--- config.mk ---
export PLATFORM = sky130hd
export DESIGN_NAME = clamped_pid_controller_core
export DESIGN_NICKNAME = d
export VERILOG_FILES = /design/src/rtl/cpc_pkg.sv /design/src/rtl/clamped_pid_controller_core.sv /design/src/rtl/cpc_mul.sv /design/src/rtl/cpc_div.sv
export SDC_FILE = /design/constraint.sdc
export NUM_CORES = 2
export LEC_CHECK = 0
export BUFFER_PORTS_ARGS = -buffer_cell sky130_fd_sc_hd__buf_2
export CORE_MARGIN = 2
export CORE_UTILIZATION = 55
export DETAILED_ROUTE_END_ITERATION = 7
export GPL_ROUTABILITY_DRIVEN = 0
export HOLD_SLACK_MARGIN = 0.15
export PLACE_DENSITY = 0.76
export SETUP_SLACK_MARGIN = 0.2
export SYNTH_ARGS = -nofsm -noshare
export SYNTH_HDL_FRONTEND = slang
export SYNTH_HIERARCHICAL = 1
export SYNTH_SLANG_ARGS = --single-unit
export TNS_END_PERCENT = 10
--- constraint.sdc ---
create_clock -name i_clk -period 6.15 [get_ports i_clk]
set_input_delay 0.3075 -clock i_clk [delete_from_list [all_inputs] [get_ports i_clk]]
set_output_delay 0.3075 -clock i_clk [all_outputs]
set_load 0.005 [all_outputs]
--- src/rtl/cpc_pkg.sv ---
package cpc_pkg;

    // Field and datapath widths
    localparam int unsigned DATA_W    = 32;
    localparam int unsigned DT_W      = 16;
    localparam int unsigned LIM_W     = 31;
    localparam int unsigned CFG_IDX_W = 3;
    localparam int unsigned ERR_W     = 33;
    localparam int unsigned DIFF_W    = 23;
    localparam int unsigned DMAG_W    = DIFF_W - 1;
    localparam int unsigned INTEG_W   = 35;
    localparam int unsigned SUM_W     = 50;

    // Serial multiplier: accumulator half and step counter
    localparam int unsigned MUL_HI_W  = DATA_W + 2;
    localparam int unsigned MUL_CNT_W = 6;
    localparam logic [MUL_CNT_W-1:0] MUL_DT_STEPS   = MUL_CNT_W'(DT_W);
    localparam logic [MUL_CNT_W-1:0] MUL_GAIN_STEPS = MUL_CNT_W'(DATA_W);

    // Serial divider: numerator is |error change| scaled by 2^16
    localparam int unsigned DIV_NUM_W = DMAG_W + DT_W;
    localparam int unsigned DIV_CNT_W = 6;

    // Configuration register indexes
    localparam logic [CFG_IDX_W-1:0] CFG_GAIN_PROP   = 3'd0;
    localparam logic [CFG_IDX_W-1:0] CFG_GAIN_INTEG  = 3'd1;
    localparam logic [CFG_IDX_W-1:0] CFG_GAIN_DERIV  = 3'd2;
    localparam logic [CFG_IDX_W-1:0] CFG_DRIVE_LIMIT = 3'd3;
    localparam logic [CFG_IDX_W-1:0] CFG_INTEG_LIMIT = 3'd4;

    // Constants of the control law
    localparam logic signed [ERR_W-1:0]  ERR_BOUND = 33'sd1310720;
    localparam logic signed [DATA_W-1:0] Q_MAX     = 32'sh7FFF_FFFF;
    localparam logic signed [DATA_W-1:0] Q_MIN     = 32'sh8000_0000;
    localparam logic [LIM_W-1:0]         LIM_RESET = 31'h7FFF_FFFF;

    typedef struct packed {
        logic                        start;
        logic                        b_signed;
        logic [MUL_CNT_W-1:0]        steps;
        logic signed [DATA_W-1:0]    a;
        logic [DATA_W-1:0]           b;
    } t_mul_req;

    typedef struct packed {
        logic                        start;
        logic [DIV_NUM_W-1:0]        num;
        logic [DT_W-1:0]             den;
    } t_div_req;

    typedef struct packed {
        logic busy;
        logic done;
    } t_unit_stat;

endpackage

--- src/rtl/clamped_pid_controller_core.sv ---
// Channel   Direction  Handshake                    Payload
// input     in         i_in_valid / o_in_stall      i_target, i_measured, i_step_time
// result    out        o_out_valid / i_out_stall    o_drive
// config    in         i_cfg_valid / o_cfg_ready    i_cfg_index, i_cfg_data
//
// A sample that takes the bypass (all gains zero or |error| above 20.0) goes
// from S_CHECK straight to S_OUT. A regular sample runs a 16-step serial
// multiply for error*dt, then three 32-step serial multiplies for the gain
// terms; the 38-step serial divide for the derivative runs alongside the
// first multiply. One sample is in work at a time.
// Reset is synchronous, active low; gains clear, limits go to full scale.
// A finished result waits in the output register under i_out_stall while the
// next sample is already taken; the config port is always ready.
module clamped_pid_controller_core (
    input  logic                                  i_clk,
    input  logic                                  i_rst_n,
    input  logic                                  i_in_valid,
    output logic                                  o_in_stall,
    input  logic signed [cpc_pkg::DATA_W-1:0]     i_target,
    input  logic signed [cpc_pkg::DATA_W-1:0]     i_measured,
    input  logic [cpc_pkg::DT_W-1:0]              i_step_time,
    output logic                                  o_out_valid,
    input  logic                                  i_out_stall,
    output logic signed [cpc_pkg::DATA_W-1:0]     o_drive,
    input  logic                                  i_cfg_valid,
    output logic                                  o_cfg_ready,
    input  logic [cpc_pkg::CFG_IDX_W-1:0]         i_cfg_index,
    input  logic [cpc_pkg::DATA_W-1:0]            i_cfg_data
);
    import cpc_pkg::*;

    typedef enum logic [3:0] {
        S_IDLE,
        S_CHECK,
        S_INTEG,
        S_CLAMP,
        S_DERIV,
        S_PROD,
        S_PWAIT,
        S_SAT,
        S_OUT
    } t_state;

    localparam logic [1:0] TERM_LAST = 2'd2;

    // Configuration and loop state
    logic signed [DATA_W-1:0]  r_gain_p;
    logic signed [DATA_W-1:0]  r_gain_i;
    logic signed [DATA_W-1:0]  r_gain_d;
    logic [LIM_W-1:0]          r_drive_lim;
    logic [LIM_W-1:0]          r_integ_lim;
    logic signed [DATA_W-1:0]  r_integ_acc;
    logic signed [DATA_W-1:0]  r_last_err;

    // Per-sample working registers
    t_state                    r_state;
    logic signed [DATA_W-1:0]  r_meas;
    logic [DT_W-1:0]           r_dt;
    logic signed [ERR_W-1:0]   r_err;
    logic                      r_diff_neg;
    logic signed [INTEG_W-1:0] r_integ_raw;
    logic signed [DATA_W-1:0]  r_deriv;
    logic signed [SUM_W-1:0]   r_sum;
    logic [1:0]                r_term;
    logic signed [DATA_W-1:0]  r_result;
    logic                      r_div_fin;
    logic                      r_out_valid;
    logic signed [DATA_W-1:0]  r_drive;
    t_mul_req                  r_mul_req;
    t_div_req                  r_div_req;

    // Arithmetic unit results
    t_unit_stat                mul_stat;
    t_unit_stat                div_stat;
    logic signed [MUL_HI_W-1:0] mul_hi;
    logic [DATA_W-1:0]         mul_lo;
    logic [DIV_NUM_W-1:0]      div_quot;

    logic signed [ERR_W-1:0]   n_err;
    logic                      n_bypass;
    logic signed [DIFF_W-1:0]  n_diff;
    logic [DMAG_W-1:0]         n_diff_mag;
    logic signed [INTEG_W-1:0] n_ilim;
    logic signed [DATA_W-1:0]  n_integ_clamped;
    logic                      n_q_big;
    logic signed [DATA_W-1:0]  n_deriv_sat;
    logic signed [SUM_W-1:0]   n_mul_floor;
    logic signed [SUM_W-1:0]   n_dlim;
    logic signed [DATA_W-1:0]  n_drive_clamped;
    logic signed [DATA_W-1:0]  n_op_a;
    logic [DATA_W-1:0]         n_op_b;

    cpc_mul u_mul (
        .i_clk   (i_clk),
        .i_rst_n (i_rst_n),
        .i_req   (r_mul_req),
        .o_stat  (mul_stat),
        .o_hi    (mul_hi),
        .o_lo    (mul_lo)
    );

    cpc_div u_div (
        .i_clk   (i_clk),
        .i_rst_n (i_rst_n),
        .i_req   (r_div_req),
        .o_stat  (div_stat),
        .o_quot  (div_quot)
    );

    // Error, bypass test and error change
    always_comb begin
        n_err      = ERR_W'(i_target) - ERR_W'(i_measured);
        n_bypass   = (r_gain_p == '0 && r_gain_i == '0 && r_gain_d == '0) ||
                     (r_err > ERR_BOUND) || (r_err < -ERR_BOUND);
        n_diff     = DIFF_W'(r_err) - DIFF_W'(r_last_err);
        n_diff_mag = n_diff[DIFF_W-1] ? DMAG_W'(-n_diff) : DMAG_W'(n_diff);
    end

    // Clamp the new integral to the symmetric limit
    always_comb begin
        n_ilim = INTEG_W'($signed({1'b0, r_integ_lim}));
        if (r_integ_raw > n_ilim) begin
            n_integ_clamped = DATA_W'(n_ilim);
        end else if (r_integ_raw < -n_ilim) begin
            n_integ_clamped = DATA_W'(-n_ilim);
        end else begin
            n_integ_clamped = DATA_W'(r_integ_raw);
        end
    end

    // Apply sign to the quotient magnitude and saturate to 32 bits; a zero step time gives zero
    always_comb begin
        n_q_big = |div_quot[DIV_NUM_W-1:DATA_W-1];
        if (r_dt == '0) begin
            n_deriv_sat = '0;
        end else if (!r_diff_neg) begin
            n_deriv_sat = n_q_big ? Q_MAX : $signed({1'b0, div_quot[DATA_W-2:0]});
        end else begin
            n_deriv_sat = n_q_big ? Q_MIN : -$signed({1'b0, div_quot[DATA_W-2:0]});
        end
    end

    // Pick the gain and the term for the current product
    always_comb begin
        case (r_term)
            2'd0: begin
                n_op_a = r_gain_p;
                n_op_b = DATA_W'(r_err);
            end
            2'd1: begin
                n_op_a = r_gain_i;
                n_op_b = r_integ_acc;
            end
            default: begin
                n_op_a = r_gain_d;
                n_op_b = r_deriv;
            end
        endcase
    end

    // Floor of a gain product by 2^16, then the output clamp
    always_comb begin
        n_mul_floor = $signed({{(SUM_W-48){mul_hi[DATA_W-1]}}, mul_hi[DATA_W-1:0],
                               mul_lo[DATA_W-1:DT_W]});
        n_dlim      = SUM_W'($signed({1'b0, r_drive_lim}));
        if (r_sum > n_dlim) begin
            n_drive_clamped = DATA_W'(n_dlim);
        end else if (r_sum < -n_dlim) begin
            n_drive_clamped = DATA_W'(-n_dlim);
        end else begin
            n_drive_clamped = DATA_W'(r_sum);
        end
    end

    // Sequencer, configuration registers and output register
    always_ff @(posedge i_clk) begin
        if (!i_rst_n) begin
            r_state         <= S_IDLE;
            r_gain_p        <= '0;
            r_gain_i        <= '0;
            r_gain_d        <= '0;
            r_drive_lim     <= LIM_RESET;
            r_integ_lim     <= LIM_RESET;
            r_integ_acc     <= '0;
            r_last_err      <= '0;
            r_out_valid     <= 1'b0;
            r_div_fin       <= 1'b0;
            r_term          <= '0;
            r_mul_req.start <= 1'b0;
            r_div_req.start <= 1'b0;
        end else begin
            r_mul_req.start <= 1'b0;
            r_div_req.start <= 1'b0;
            if (div_stat.done) begin
                r_div_fin <= 1'b1;
            end

            // Register writes; unknown indexes drop
            if (i_cfg_valid) begin
                case (i_cfg_index)
                    CFG_GAIN_PROP:   r_gain_p    <= i_cfg_data;
                    CFG_GAIN_INTEG:  r_gain_i    <= i_cfg_data;
                    CFG_GAIN_DERIV:  r_gain_d    <= i_cfg_data;
                    CFG_DRIVE_LIMIT: r_drive_lim <= i_cfg_data[LIM_W-1:0];
                    CFG_INTEG_LIMIT: r_integ_lim <= i_cfg_data[LIM_W-1:0];
                    default: begin
                    end
                endcase
            end

            // Release the output register once its transaction completes
            if (r_out_valid && !i_out_stall) begin
                r_out_valid <= 1'b0;
            end

            case (r_state)
                S_IDLE: begin
                    if (i_in_valid) begin
                        r_meas  <= i_measured;
                        r_dt    <= i_step_time;
                        r_err   <= n_err;
                        r_state <= S_CHECK;
                    end
                end
                S_CHECK: begin
                    if (n_bypass) begin
                        r_result <= '0;
                        r_state  <= S_OUT;
                    end else begin
                        r_mul_req  <= '{start: 1'b1, b_signed: 1'b0, steps: MUL_DT_STEPS,
                                       a: DATA_W'(r_err), b: DATA_W'(r_dt)};
                        r_div_req  <= '{start: 1'b1, num: {n_diff_mag, {DT_W{1'b0}}},
                                       den: r_dt};
                        r_diff_neg <= n_diff[DIFF_W-1];
                        r_div_fin  <= 1'b0;
                        r_last_err <= DATA_W'(r_err);
                        r_sum      <= SUM_W'(r_meas);
                        r_state    <= S_INTEG;
                    end
                end
                S_INTEG: begin
                    if (mul_stat.done) begin
                        r_integ_raw <= INTEG_W'(r_integ_acc) + INTEG_W'(mul_hi);
                        r_state     <= S_CLAMP;
                    end
                end
                S_CLAMP: begin
                    r_integ_acc <= n_integ_clamped;
                    r_state     <= S_DERIV;
                end
                S_DERIV: begin
                    if (r_div_fin) begin
                        r_deriv <= n_deriv_sat;
                        r_term  <= '0;
                        r_state <= S_PROD;
                    end
                end
                S_PROD: begin
                    r_mul_req <= '{start: 1'b1, b_signed: 1'b1, steps: MUL_GAIN_STEPS,
                                  a: n_op_a, b: n_op_b};
                    r_state   <= S_PWAIT;
                end
                S_PWAIT: begin
                    if (mul_stat.done) begin
                        r_sum <= r_sum + n_mul_floor;
                        if (r_term == TERM_LAST) begin
                            r_state <= S_SAT;
                        end else begin
                            r_term  <= r_term + 2'd1;
                            r_state <= S_PROD;
                        end
                    end
                end
                S_SAT: begin
                    r_result <= n_drive_clamped;
                    r_state  <= S_OUT;
                end
                S_OUT: begin
                    if (!r_out_valid || !i_out_stall) begin
                        r_drive     <= r_result;
                        r_out_valid <= 1'b1;
                        r_state     <= S_IDLE;
                    end
                end
                default: begin
                    r_state <= S_IDLE;
                end
            endcase
        end
    end

    assign o_in_stall  = (r_state != S_IDLE);
    assign o_out_valid = r_out_valid;
    assign o_drive     = r_drive;
    assign o_cfg_ready = 1'b1;

    // The multiplier is never restarted mid-product
    a_mul_start_idle: assert property (@(posedge i_clk) disable iff (!i_rst_n)
        r_mul_req.start |-> !mul_stat.busy)
        else $error("multiplier started while busy");

    // The divider is never restarted mid-quotient
    a_div_start_idle: assert property (@(posedge i_clk) disable iff (!i_rst_n)
        r_div_req.start |-> !div_stat.busy)
        else $error("divider started while busy");

    // An accepted sample closes the input until it is done
    a_in_closes: assert property (@(posedge i_clk) disable iff (!i_rst_n)
        (i_in_valid && !o_in_stall) |=> o_in_stall)
        else $error("input accepted twice in a row");

    // A new result only comes from the output state
    a_out_source: assert property (@(posedge i_clk) disable iff (!i_rst_n)
        $rose(o_out_valid) |-> $past(r_state == S_OUT))
        else $error("result raised outside the output state");

endmodule

--- src/rtl/cpc_mul.sv ---
module cpc_mul (
    input  logic                                   i_clk,
    input  logic                                   i_rst_n,
    input  cpc_pkg::t_mul_req                      i_req,
    output cpc_pkg::t_unit_stat                    o_stat,
    output logic signed [cpc_pkg::MUL_HI_W-1:0]    o_hi,
    output logic [cpc_pkg::DATA_W-1:0]             o_lo
);
    import cpc_pkg::*;

    logic signed [MUL_HI_W-1:0] r_hi;
    logic [DATA_W-1:0]          r_lo;
    logic [DATA_W-1:0]          r_b;
    logic signed [DATA_W-1:0]   r_a;
    logic [MUL_CNT_W-1:0]       r_cnt;
    logic                       r_bsigned;
    logic                       r_done;

    logic signed [MUL_HI_W-1:0] n_pp;
    logic signed [MUL_HI_W-1:0] n_sum;

    // Add the partial product of one multiplier bit; subtract it for a signed top bit
    always_comb begin
        n_pp  = r_b[0] ? MUL_HI_W'(r_a) : '0;
        n_sum = (r_cnt == MUL_CNT_W'(1) && r_bsigned) ? (r_hi - n_pp) : (r_hi + n_pp);
    end

    // Load operands on start, then shift one bit per cycle
    always_ff @(posedge i_clk) begin
        if (!i_rst_n) begin
            r_cnt  <= '0;
            r_done <= 1'b0;
        end else begin
            r_done <= 1'b0;
            if (i_req.start) begin
                r_a       <= i_req.a;
                r_b       <= i_req.b;
                r_bsigned <= i_req.b_signed;
                r_cnt     <= i_req.steps;
                r_hi      <= '0;
                r_lo      <= '0;
            end else if (r_cnt != '0) begin
                r_hi   <= n_sum >>> 1;
                r_lo   <= {n_sum[0], r_lo[DATA_W-1:1]};
                r_b    <= r_b >> 1;
                r_cnt  <= r_cnt - MUL_CNT_W'(1);
                r_done <= (r_cnt == MUL_CNT_W'(1));
            end
        end
    end

    assign o_stat.busy = (r_cnt != '0);
    assign o_stat.done = r_done;
    assign o_hi        = r_hi;
    assign o_lo        = r_lo;

endmodule

--- src/rtl/cpc_div.sv ---
module cpc_div (
    input  logic                               i_clk,
    input  logic                               i_rst_n,
    input  cpc_pkg::t_div_req                  i_req,
    output cpc_pkg::t_unit_stat                o_stat,
    output logic [cpc_pkg::DIV_NUM_W-1:0]      o_quot
);
    import cpc_pkg::*;

    logic [DT_W-1:0]      r_rem;
    logic [DT_W-1:0]      r_den;
    logic [DIV_NUM_W-1:0] r_q;
    logic [DIV_CNT_W-1:0] r_cnt;
    logic                 r_done;

    logic [DT_W+1:0]      n_trial;
    logic                 n_qbit;
    logic [DT_W-1:0]      n_rem;

    // Restoring step: shift in the next numerator bit and try the subtract
    always_comb begin
        n_trial = {1'b0, r_rem, r_q[DIV_NUM_W-1]} - {2'b00, r_den};
        n_qbit  = ~n_trial[DT_W+1];
        n_rem   = n_qbit ? n_trial[DT_W-1:0] : {r_rem[DT_W-2:0], r_q[DIV_NUM_W-1]};
    end

    // Numerator bits leave at the top while quotient bits enter at the bottom
    always_ff @(posedge i_clk) begin
        if (!i_rst_n) begin
            r_cnt  <= '0;
            r_done <= 1'b0;
        end else begin
            r_done <= 1'b0;
            if (i_req.start) begin
                r_q   <= i_req.num;
                r_den <= i_req.den;
                r_rem <= '0;
                r_cnt <= DIV_CNT_W'(DIV_NUM_W);
            end else if (r_cnt != '0) begin
                r_rem  <= n_rem;
                r_q    <= {r_q[DIV_NUM_W-2:0], n_qbit};
                r_cnt  <= r_cnt - DIV_CNT_W'(1);
                r_done <= (r_cnt == DIV_CNT_W'(1));
            end
        end
    end

    assign o_stat.busy = (r_cnt != '0);
    assign o_stat.done = r_done;
    assign o_quot      = r_q;

endmodule

Yosys cells after proc, flatten, opt, wreduce, memory -nomap -nowiden
Index checks and enable logic that the tools add are counted.
{"block": "word_totals", "ff_bits": 810, "output_inout_bits": 35}
{"block": "classes", "n_addsub": 14, "n_lt_le_gt_ge": 6, "n_eq_ne": 24, "n_mux": 50, "bitwise_logic": 5, "reduce_logical": 50}
{"cell": "$mux W32", "count": 10}
{"cell": "$pmux W32 S2", "count": 3}
{"cell": "$pmux W72 S2", "count": 1}
{"cell": "$mux W34", "count": 3}
{"cell": "$mux W50", "count": 2}
{"cell": "$pmux W50 S2", "count": 1}
{"cell": "$logic_not A32 Y1", "count": 3}
{"cell": "$mux W38", "count": 2}
{"cell": "$mux W72", "count": 1}
{"cell": "$mux W55", "count": 1}
{"cell": "$add A50 B48 Y50", "count": 1}
{"cell": "$gt A50 B32 Y1", "count": 1}
{"cell": "$lt A50 B50 Y1", "count": 1}
{"cell": "$neg A31 Y50", "count": 1}
{"cell": "$pmux W4 S9", "count": 1}
{"cell": "$add A32 B34 Y35", "count": 1}
{"cell": "$gt A35 B32 Y1", "count": 1}
{"cell": "$lt A35 B35 Y1", "count": 1}
{"cell": "$neg A31 Y35", "count": 1}
{"cell": "$add A34 B34 Y34", "count": 1}
{"cell": "$sub A34 B34 Y34", "count": 1}
{"cell": "$gt A33 B22 Y1 const B", "count": 1}
{"cell": "$lt A33 B22 Y1 const B", "count": 1}
{"cell": "$sub A32 B32 Y33", "count": 1}
{"cell": "other kinds (44)", "count": 108}

Logic depth before layout (Yosys ltp)
{"block": "depth", "word_depth": 7, "mapped_depth": 22}

Hierarchy
Netlist, hierarchy kept.
{"mod": "clamped_pid_controller_core", "instances": 1, "cells_per_inst": 3930, "area_per_inst_um2": 36115.9, "seq_area_each_um2": 15484.9}
{"mod": "cpc_mul", "instances": 1, "cells_per_inst": 739, "area_per_inst_um2": 8189.1, "seq_area_each_um2": 4043.9}
{"mod": "cpc_div", "instances": 1, "cells_per_inst": 335, "area_per_inst_um2": 4195.3, "seq_area_each_um2": 2242.2}

Least setup slack after synthesis
OpenSTA, ideal clock, no wires.
{"block": "synth_timing", "kind": "register -> register", "start": "register r_drive_lim[0]", "end": "register r_result[29], data pin", "t_arrival_ps": 4798, "setup_slack_ps": 1087, "stages_incl_launch_ff": 21, "n_path_buf": 2, "path_cell_list": "dfxtp_1 > or3_1 > nor3_2 > nand3_1 > nand4b_2 > or3_1 > nor3b_2 > clkbuf_1 > nor3b_1 > ha_1 > a21o_1 > a21oi_1 > nor2b_1 > o21ai_0 > nand2b_1 > a2111oi_0 > o21ai_0 > mux2_2 > clkbuf_1 > and4_1 > or3_1"}
{"block": "synth_via", "elab_chain_len": 5}
{"item": "from (decl)", "line": "clamped_pid_controller_core.sv:50", "text": "logic [LIM_W-1:0] r_drive_lim;"}
{"item": "from (signal assigned)", "line": "clamped_pid_controller_core.sv:204", "text": "CFG_DRIVE_LIMIT: r_drive_lim <= i_cfg_data[LIM_W-1:0];"}
{"item": "$neg A31 Y50", "line": "clamped_pid_controller_core.sv:169", "text": "n_drive_clamped = DATA_W'(-n_dlim);"}
{"item": "$lt A50 B50 Y1", "line": "clamped_pid_controller_core.sv:168", "text": "end else if (r_sum < -n_dlim) begin"}
{"item": "$mux W32", "line": "clamped_pid_controller_core.sv:168"}
{"item": "$mux W32 (*)", "line": "clamped_pid_controller_core.sv:166", "text": "if (r_sum > n_dlim) begin"}
{"item": "$pmux W32 S2 (*)", "line": "clamped_pid_controller_core.sv:216", "text": "case (r_state)"}
{"item": "to (signal assigned)", "line": "clamped_pid_controller_core.sv:275", "text": "r_result <= n_drive_clamped;"}
{"item": "to (decl)", "line": "clamped_pid_controller_core.sv:65", "text": "logic signed [DATA_W-1:0] r_result;"}
Mark *: on every way between the ends. The rest lies on a longest branch, timed or not.
A chain may end at the register's enable or synchronous reset.

Worst setup path after layout
{"block": "layout_timing", "start": "register r_drive_lim[0]", "end": "register r_result[9], data pin"}
Same word-level chain as after synthesis.

==> impl_metrics.csv <==
group,metric,value,unit
place,placedCellCount,6107,
sta,hold_ws,0.1909,ns
run,max-cap-violations,0,
worst_setup_path,critPathKind,"flip-flop to flip-flop",
worst_setup_path,path_delay_family,"simple AND/OR/NAND/NOR gates",
sta,skew,0.03279,ns
layout,drive_above_1_share,10.30,%
drt,wl_per_cell,23.24,um
worst_hold_path,hold_class,"primary input to flip-flop",
clock_network,cts_root_buf,"clkbuf_16",
drt,drc,0,
pwr,p_leak,20.80,nW
die,initial_core_util,55.32,%
die,die_height,299.2,um
synthesis,syn_avg_cell_area,9.639,um^2
drt,drtIter0Drc,4890,
synthesis,yosys_warnings,6,
global_route,grt_overflow,0,
clock_network,clk_latency,0.70,ns
sta,period_needed,5.654,ns
worst_setup_path,path_max_fanout,39,
sta,fmax,0.1769,GHz
worst_setup_path,cp_data_arrival_time,6.18,ns
pwr,max-vdd-ir-drop,0.2754,mV
synthesis,synthesis.instances,4971,
global_route,grt_pass1_wl,222000,um
die,dieArea,0.08950,mm^2
sta,relSlewSlack,16.37,%
pwr,power,18.94,mW
place,place_ws,0.3952,ns
drt,via_count,40780,
clock_network,cts_tree,"done",
layout,fin_area,0.05357,mm^2
clock_network,h-tree-depth,3,
worst_setup_path,critPathSlowestCell,"or3_1",
layout,fin_util,61.85,%
worst_setup_path,cp_data_required_time,6.67,ns
synthesis,synth_area,0.04792,mm^2
clock_network,clkTransAtPathRegs,0.06,ns
clock_network,post_cts_buffers,0,
place,place_hpwl,106200,um
drt,drtAntennaViolNets,0,
sta,setup_slack,0.4956,ns
clock_network,cts_buffers,85,
global_route,grt_start_max_net_pins,70,
clock_network,cts_buffer_depth,3,
die,floorplan.rows,108,
sta,slew_violations,0,
sta,worst_pin_slew,1.251,ns
die,ios,155,
layout,syn_to_final_growth,11.81,%
outcome,outcome,"completed",
sta,rsz0062_at_grt,"no",
drt,vias_per_cell,6.407,
worst_setup_path,max_stage_delay,0.47,ns
sta,finalSetupViolCount,0,
clock_network,cts.sinks,788,
place,place_area,0.04964,mm^2
die,die_w,299.2,um
drt,drt_first_pass_iters,8,
place,portBuffers,153,
layout,fin_cells,6365,
worst_setup_path,cp_common_cell,"a21oi_1",
global_route,grt_pass1_vias,37880,
worst_setup_path,start_kind,"flip-flop",
global_route,track_usage,31.99,%
global_route,antenna_found_initial,10,
worst_setup_path,crit_buf_inv,2,
pwr,p_per_area,353.5,mW/mm^2
die,core_area,0.08662,mm^2
layout,fin_nets,5604,
drt,drt_wl_total,147900,um
worst_setup_path,crit_chain,"or3_1 > nor3_4 > nand3_1 > nand4b_2 > or3_1 > nor3b_4 > buf_4 > nand3_1 > xnor2_1 > ha_1 > a21o_1 > a21o_1 > a21oi_1 > o21ai_0 > a21oi_1 > o41ai_1 > mux2_2 > buf_6 > mux2_2 > a21oi_1",
worst_setup_path,cp-end-kind,"flip-flop",
sta,finalCritPeriodShare,91.94,%
sta,hold_violations,0,
sta,tns,0,ns
-- state kept, by name (all words and copies together), names as in the netlist, 33 cells and up --
name	flops
r_err	33
r_div_req	39
r_sum	50
u_div/o_quot	38
r_mul_req	67
r_integ_raw	35
u_mul/o_hi	33
-- per-layer routing --
| layer | track usage (%) | wire length, um |
|---|---|---|
| met1 | 42.74 | 57870 |
| met2 | 47.24 | 62890 |
| met3 | 9.111 | 18050 |
| met4 | 16.80 | 8897 |
| met5 | 0 | 234 |
-- cell usage in the layout, fill, tap and decap left out, types with 28 or more instances in the layout --
cell             n
nor2_1         326
mux2i_1         49
a31oi_1         35
or3_1           33
xor2_1          74
nand2_1        598
nor2b_1         53
ha_1           343
dfxtp_1        235
nor4_1          58
inv_1          239
o21a_1          39
o21ai_0        240
buf_2          152
and3_1          37
edfxtp_1       551
a21oi_1        461
a21o_1         156
nand2b_1        28
xnor2_1        182
a22oi_1         50
nand3_1        101
nor3_1         119
clkbuf_16       88
o211ai_1        89
buf_4           50
nand4_1         82
mux2_2          94
dlygate4sd3_1   94
-- what timing repair did --
item | 4_1_cts | 5_1_grt
setup endpoints to repair | 0 | 32
resized for setup | 0 | 3
hold endpoints to repair | 212 | 0
hold buffers | 94 | 0
-- worst paths after layout --
path	from	to	slack, ns	cells after the start
worst min-delay path	i_target[22]	r_err[22]	0.19	3
worst min register to register	r_mul_req[56]	u_mul/r_a[24]	0.39	0
worst max register to register	r_drive_lim[0]	r_result[9]	0.50	20
worst max-delay path	r_drive_lim[0]	r_result[9]	0.50	20
-- layout make-up --
class,count,area [um^2]
fill,6959,33040
multi-input combinational,3716,24850
sequential,788,21300
clock buffer,104,2282
timing repair buffer,297,2088
tap,1155,1445
inverter,245,923.4
clock inverter,55,681.9
antenna,5,12.51
-- worst reg2reg max path, stage by stage, from the launching register on --
cell and delay (ns):
dfxtp_1 0.33, or3_1 0.45, nor3_4 0.27, nand3_1 0.21
nand4b_2 0.38, or3_1 0.47, nor3b_4 0.40, buf_4 0.23
nand3_1 0.10, xnor2_1 0.22, ha_1 0.29, a21o_1 0.19
a21o_1 0.18, a21oi_1 0.15, o21ai_0 0.09, a21oi_1 0.17
o41ai_1 0.10, mux2_2 0.36, buf_6 0.33, mux2_2 0.42
a21oi_1 0.16
-- where the power goes --
| part | internal, mW | switching (mW) | leakage (nW) |
|---|---|---|---|
| Sequential | 6.53 | 0.632 | 7.01 |
| Clock | 3.11 | 2.34 | 1.43 |
| Combinational | 2.56 | 3.76 | 12.4 |
| Total | 12.2 | 6.73 | 20.8 |
Note: power is estimated with default switching activity, not from simulation.
